[src/rtl/swik_pkg.sv]
// ----------------------------------------------------------------------------
// swik_pkg: shared types and constants for swerve inverse kinematics
// Word structs, register indexes, CORDIC arctangent table.
// ----------------------------------------------------------------------------
package swik_pkg;

  localparam int CordicSteps = 16;
  localparam int TableLen    = 24;
  // Q12 components reach about 2^30; with CORDIC gain x/y stay below 2^31
  localparam int XyW = 32;
  localparam int ZW  = 34;

  localparam logic signed [ZW-1:0] PiQ30   = 34'sd3373259426;
  localparam logic [29:0]          KinvQ30 = 30'd652032874;
  localparam logic [29:0]          HalfSqrt2Q30 = 30'd759250125;

  typedef enum logic [2:0] {
    REG_TURN_RADIUS = 3'd0,
    REG_DRIVE_GAIN  = 3'd1,
    REG_FL_OFFSET   = 3'd2,
    REG_FR_OFFSET   = 3'd3,
    REG_BL_OFFSET   = 3'd4,
    REG_BR_OFFSET   = 3'd5
  } reg_idx_t;

  typedef struct packed {
    logic signed [15:0] vel_x;
    logic signed [15:0] vel_y;
    logic signed [15:0] yaw_rate;
  } in_word_t;

  typedef struct packed {
    logic        [15:0] fl_drive;
    logic        [15:0] fr_drive;
    logic        [15:0] bl_drive;
    logic        [15:0] br_drive;
    logic signed [15:0] fl_steer;
    logic signed [15:0] fr_steer;
    logic signed [15:0] bl_steer;
    logic signed [15:0] br_steer;
  } out_word_t;

  typedef struct packed {
    logic                  nz;
    logic signed [XyW-1:0] x;
    logic signed [XyW-1:0] y;
    logic signed [ZW-1:0]  z;
  } cvec_t;

  function automatic logic signed [ZW-1:0] atan_q30(input int i);
    logic signed [ZW-1:0] r;
    case (i)
      0:  r = 34'sd843314857;
      1:  r = 34'sd497837829;
      2:  r = 34'sd263043837;
      3:  r = 34'sd133525159;
      4:  r = 34'sd67021687;
      5:  r = 34'sd33543516;
      6:  r = 34'sd16775851;
      7:  r = 34'sd8388437;
      8:  r = 34'sd4194283;
      9:  r = 34'sd2097149;
      10: r = 34'sd1048576;
      11: r = 34'sd524288;
      12: r = 34'sd262144;
      13: r = 34'sd131072;
      14: r = 34'sd65536;
      15: r = 34'sd32768;
      16: r = 34'sd16384;
      17: r = 34'sd8192;
      18: r = 34'sd4096;
      19: r = 34'sd2048;
      20: r = 34'sd1024;
      21: r = 34'sd512;
      22: r = 34'sd256;
      default: r = 34'sd128;
    endcase
    return r;
  endfunction

endpackage

[src/rtl/swik_cordic.sv]
// ----------------------------------------------------------------------------
// swik_cordic: pipelined CORDIC vectoring for one wheel
// One micro-rotation per stage; stages advance together under a shared enable.
// ----------------------------------------------------------------------------
module swik_cordic
  import swik_pkg::*;
(
  input  logic  clk,
  input  logic  en,
  input  cvec_t vin,
  output cvec_t vout
);

  cvec_t stg_r [CordicSteps];

  for (genvar i = 0; i < CordicSteps; i++) begin : g_step
    cvec_t src;
    cvec_t nxt;
    if (i == 0) begin : g_first
      assign src = vin;
    end else begin : g_next
      assign src = stg_r[i-1];
    end
    always_comb begin
      logic signed [XyW-1:0] xs, ys;
      xs = src.x >>> i;
      ys = src.y >>> i;
      nxt = src;
      if (!src.y[XyW-1]) begin
        nxt.x = src.x + ys;
        nxt.y = src.y - xs;
        nxt.z = src.z + atan_q30(i);
      end else begin
        nxt.x = src.x - ys;
        nxt.y = src.y + xs;
        nxt.z = src.z - atan_q30(i);
      end
    end
    always_ff @(posedge clk) begin
      if (en) stg_r[i] <= nxt;
    end
  end

  assign vout = stg_r[CordicSteps-1];

endmodule

[config.mk]
export PLATFORM = sky130hd
export DESIGN_NAME = swik_cordic
export DESIGN_NICKNAME = d
export VERILOG_FILES = /design/src/rtl/swik_pkg.sv /design/src/rtl/swik_cordic.sv
export SDC_FILE = /design/constraint.sdc
export NUM_CORES = 2
export LEC_CHECK = 0
export BUFFER_PORTS_ARGS = -buffer_cell sky130_fd_sc_hd__buf_2
export CORE_MARGIN = 8
export CORE_UTILIZATION = 60
export CTS_CLUSTER_DIAMETER = 60
export DETAILED_ROUTE_END_ITERATION = 7
export PLACE_DENSITY = 0.76
export SLEW_MARGIN = 20
export SYNTH_ARGS = -nofsm -noshare
export SYNTH_HDL_FRONTEND = slang
export SYNTH_SLANG_ARGS = --single-unit
[constraint.sdc]
create_clock -name clk -period 12.6 [get_ports clk]
set_input_delay 2.52 -clock clk [delete_from_list [all_inputs] [get_ports clk]]
set_output_delay 2.52 -clock clk [all_outputs]
set_load 0.01 [all_outputs]
* Word-level counts from Yosys, hierarchy flattened
Memories as Yosys holds them, arrays and structs flattened.
Index checks and enable logic that the tools add are counted.
** Operators by class
- $add $sub $neg :: 95
- Multiplexer cells :: 18
** Operator list (number)
- $mux W98 :: 16
- $add A34 B22 Y34 const B :: 2
- $sub A34 B22 Y34 const B :: 2
- $add A32 B17 Y32 :: 2
- $add A32 B18 Y32 :: 2
- $add A32 B19 Y32 :: 2
- $add A32 B20 Y32 :: 2
- $add A32 B21 Y32 :: 2
- $add A32 B22 Y32 :: 2
- $add A32 B23 Y32 :: 2
- $add A32 B24 Y32 :: 2
- $add A32 B25 Y32 :: 2
- $add A32 B26 Y32 :: 2
- $add A32 B27 Y32 :: 2
- $add A32 B28 Y32 :: 2
- $add A32 B29 Y32 :: 2
- $add A32 B30 Y32 :: 2
- $add A32 B31 Y32 :: 2
- $sub A32 B17 Y32 :: 2
- $sub A32 B18 Y32 :: 2
- $sub A32 B19 Y32 :: 2
- $sub A32 B20 Y32 :: 2
- $sub A32 B21 Y32 :: 2
- $sub A32 B22 Y32 :: 2
- other kinds (40) :: 51
** Storage, ports and cells
- Flip-flop bits (word level) :: 0
- Bits in writable memories :: 1584
- Output and inout port bits :: 99
- Memories :: 1
** Memory list
- stg_r :: depth 16, width 99, read ports 16, clocked after memory_dff 0, wr ports 16, RTL line swik_cordic.sv:14 : cvec_t stg_r [CordicSteps];

* Logic depth before layout (Yosys ltp)
- Depth after elaboration :: 2
- Depth in mapped cells :: 21
- Gate-level depth less buffers :: 21

* Worst setup path before layout
Ideal clock, no wire load.
- Path type :: input port to flip-flop
- Start point :: input vin[65] (netlist name)
- End point :: memory stg_r[0][33] (netlist name), data pin
- Setup time :: 260 ps
- Arrival time :: 6047 ps
- Required time :: 12340 ps
- Path slack :: 6293 ps
- Stages on the path :: 15
- Path buffers :: 2
- Path through :: inv_1 -> clkbuf_1 -> buf_1 -> ha_1 -> o21a_1 -> a2111oi_1 -> nor3b_1 -> a211oi_1 -> o21ai_1 -> a31o_2 -> a41oi_1 -> a211o_1 -> o31a_1 -> o21ai_1 -> xnor2_1
** RTL lines
- from (decl) :: RTL line swik_cordic.sv:10 : input cvec_t vin,
- to (decl) :: RTL line swik_cordic.sv:14

==> flow_summary.ini <==
[global_routing]
grt_util_all_layers_pct = 28.7
grt_first_pass_wirelength_mm = 556
antenna_found_initial = 10
grt_max_degree = 182
grt_pass1_vias = 102872
overflow = 0

[route]
drtPass1Iterations = 6
wl_mm = 355
ant_nets = 0
vias = 106461
wl_per_cell_um = 20.8
vias_per_cell = 6.23
drt-initial-drc-count = 8141
drcViolationCount = 0

[sta]
fin_skew_ps = 80.1
rsz0062_at_grt = no
finalCriticalPeriod_ps = 5780
relSlewSlack_pct = 26.6
tightest_slew_ps = 1090
fmax_ghz = 0.173
finalHoldViolCount = 0
setup_viol = 0
period_share_pct = 45.8
fin_tns_setup_ps = 0
slew_violations = 0

[final_layout]
drive_gt1_share_pct = 5.10
top_regs = stg_r x1583
fin_nets = 15686
largest_reg_flops = 1583
top_register = stg_r
synthToLayoutAreaGrowth_pct = 8.01

[cts]
ctsHoldBuffers = 0
max-clock-path-buffers = 3
clk_pin_slew_ps = 60
cts_resized = 0
cts_buffers = 186
cts_tree = built
postCtsSetupBuffers = 0
clk_latency_ps = 870
clock-sinks = 1583
cts_root_buffer = clkbuf_16
h-tree-depth = 4

[floorplan]
die_h_um = 486
core_area_um2 = 220000
initial_core_util_pct = 60.3
die_x_um = 486
die_area_um2 = 236000
row_count = 172
io_pins = 200

[synthesis]
synth_top_cell_by_area = edfxtp_1
synth.top_cells.by_count = 1583 x edfxtp_1, 1563 x ha_1, 1488 x a21oi_1
synth_top_area_share_pct = 35.9
async_reset_ff_share_pct = 0
syn-num-nets = 15493
synth-seq-area-share_pct = 35.9
ys_types = 96
ys.flop_type = edfxtp_1
synthTopCellsByArea = edfxtp_1 36%, ha_1 15%, xnor2_1 8.5%
avgSynthCellArea_um2 = 9.62
ys_ff_latch = 1583
synth-edff-count = 1583
syn_inst = 13780
ys_warn_count = 0
syn_area_um2 = 133000
yosysMostFrequentCell = edfxtp_1

[worst_setup_path]
crit_buf_inv = 3
startpoint_type = input port
worstPathArrival_ps = 6340
crit_chain = buf_2 -> inv_2 -> buf_4 -> ha_1 -> o21a_1 -> a2111oi_1 -> nor3b_1 -> a211oi_1 -> o21ai_1 -> a31o_2 -> a41oi_1 -> a211o_1 -> o31a_1 -> o21ai_1 -> xnor2_1
reg2reg_slack_ps = 6930
crit_path_end_kind = flop
worst_ep_required_time_ps = 13170
cp_slowest_cell = buf_4
worstReg2RegEnd = stg_r[0][262]
slowest_delay_ps = 630
cp_max_fo = 63
reg2reg_from = stg_r[0][170]
path_common_cell = o21ai_1
reg2regPathDepth = 16
crit_family = compound AO/OA/AOI/OAI gates
crit_type = in -> reg

[min_path]
hold_path_class = reg -> reg
min_from = stg_r[1][214]
holdPathStages = 0
worstHoldEndpoint = stg_r[1][313]

[place]
hpwl_mm = 281
io_buffer_count = 199
place.gp.congestion = 0.969

[status]
status = finished clean

[flow_run]
max-cap-violations = 0
## cells in the final DEF, fill, tap and decap left out, types with 143 or more instances in the layout
master,instances
nor2b_1,262
and3_1,143
inv_1,658
buf_2,198
a31oi_1,166
nand2_1,699
nor3_1,323
xnor2_1,1281
o21ai_0,658
clkbuf_16,186
o21bai_1,203
ha_1,1563
nand2b_1,192
edfxtp_1,1583
nor2_1,1145
xor2_1,656
a21oi_1,1488
a21o_1,679
nand3_1,206
## worst max-delay path by stage
stage | start | to | slack (ps) | cells after the start
after detailed placement | vin[65] | stg_r[0][33] | 5920 | 15
after global routing | stg_r[0][170] | stg_r[0][262] | 6510 | 16
after CTS | vin[65] | stg_r[0][33] | 6820 | 15
final | vin[65] | stg_r[0][33] | 6820 | 15
after global placement | vin[65] | stg_r[0][33] | 5870 | 15
after floorplan | vin[65] | stg_r[0][33] | 6290 | 15
## layer usage
layer	global-route usage [%]	vias up	part of all wire [%]
li1	-	51330	-
met4	11.2	2	4.4
met1	37.0	50897	43
met3	3.68	748	5.8
met5	0	-	0.0042
met2	49.3	3484	47
## layout make-up
type | instances | area, µm²
clock inverters | 147 | 1590
inverters | 663 | 2490
diodes | 7 | 17.5
fillers | 17422 | 76500
repair buffers | 257 | 1520
multi-input cells | 11282 | 81600
well taps | 2958 | 3700
clock buffers | 204 | 4720
flip-flops and latches | 1583 | 47500
## cells by family after synthesis
kind of cell               share of synthesized area (%)
buffers and inverters                               2.59
adders and majority gates                           15.5
DFF                                                 35.9
muxes                                              0.603
xor gates and xnor gates                            12.8
AOI/OAI and AO/OA                                   19.6
and+or+nand+nor                                     13.1
## metrics by stage
step                      hold slack [ps]  std cells  worst slack, ps  instance area, µm²  utilization, %
after detailed placement              405      16743             5920              137000            62.3
after floorplan                       400      13780             6290              133000               -
after global routing                  412      17098             6510              143000            65.2
after global placement                400      16743             5870              137000            62.3
final                                 410      17101             6820              143000            65.2
after CTS                             406      17094             6820              143000            65.2
Power is not shown: default switching activity piles up to over one toggle a cycle in this logic, so the estimate is an artifact.
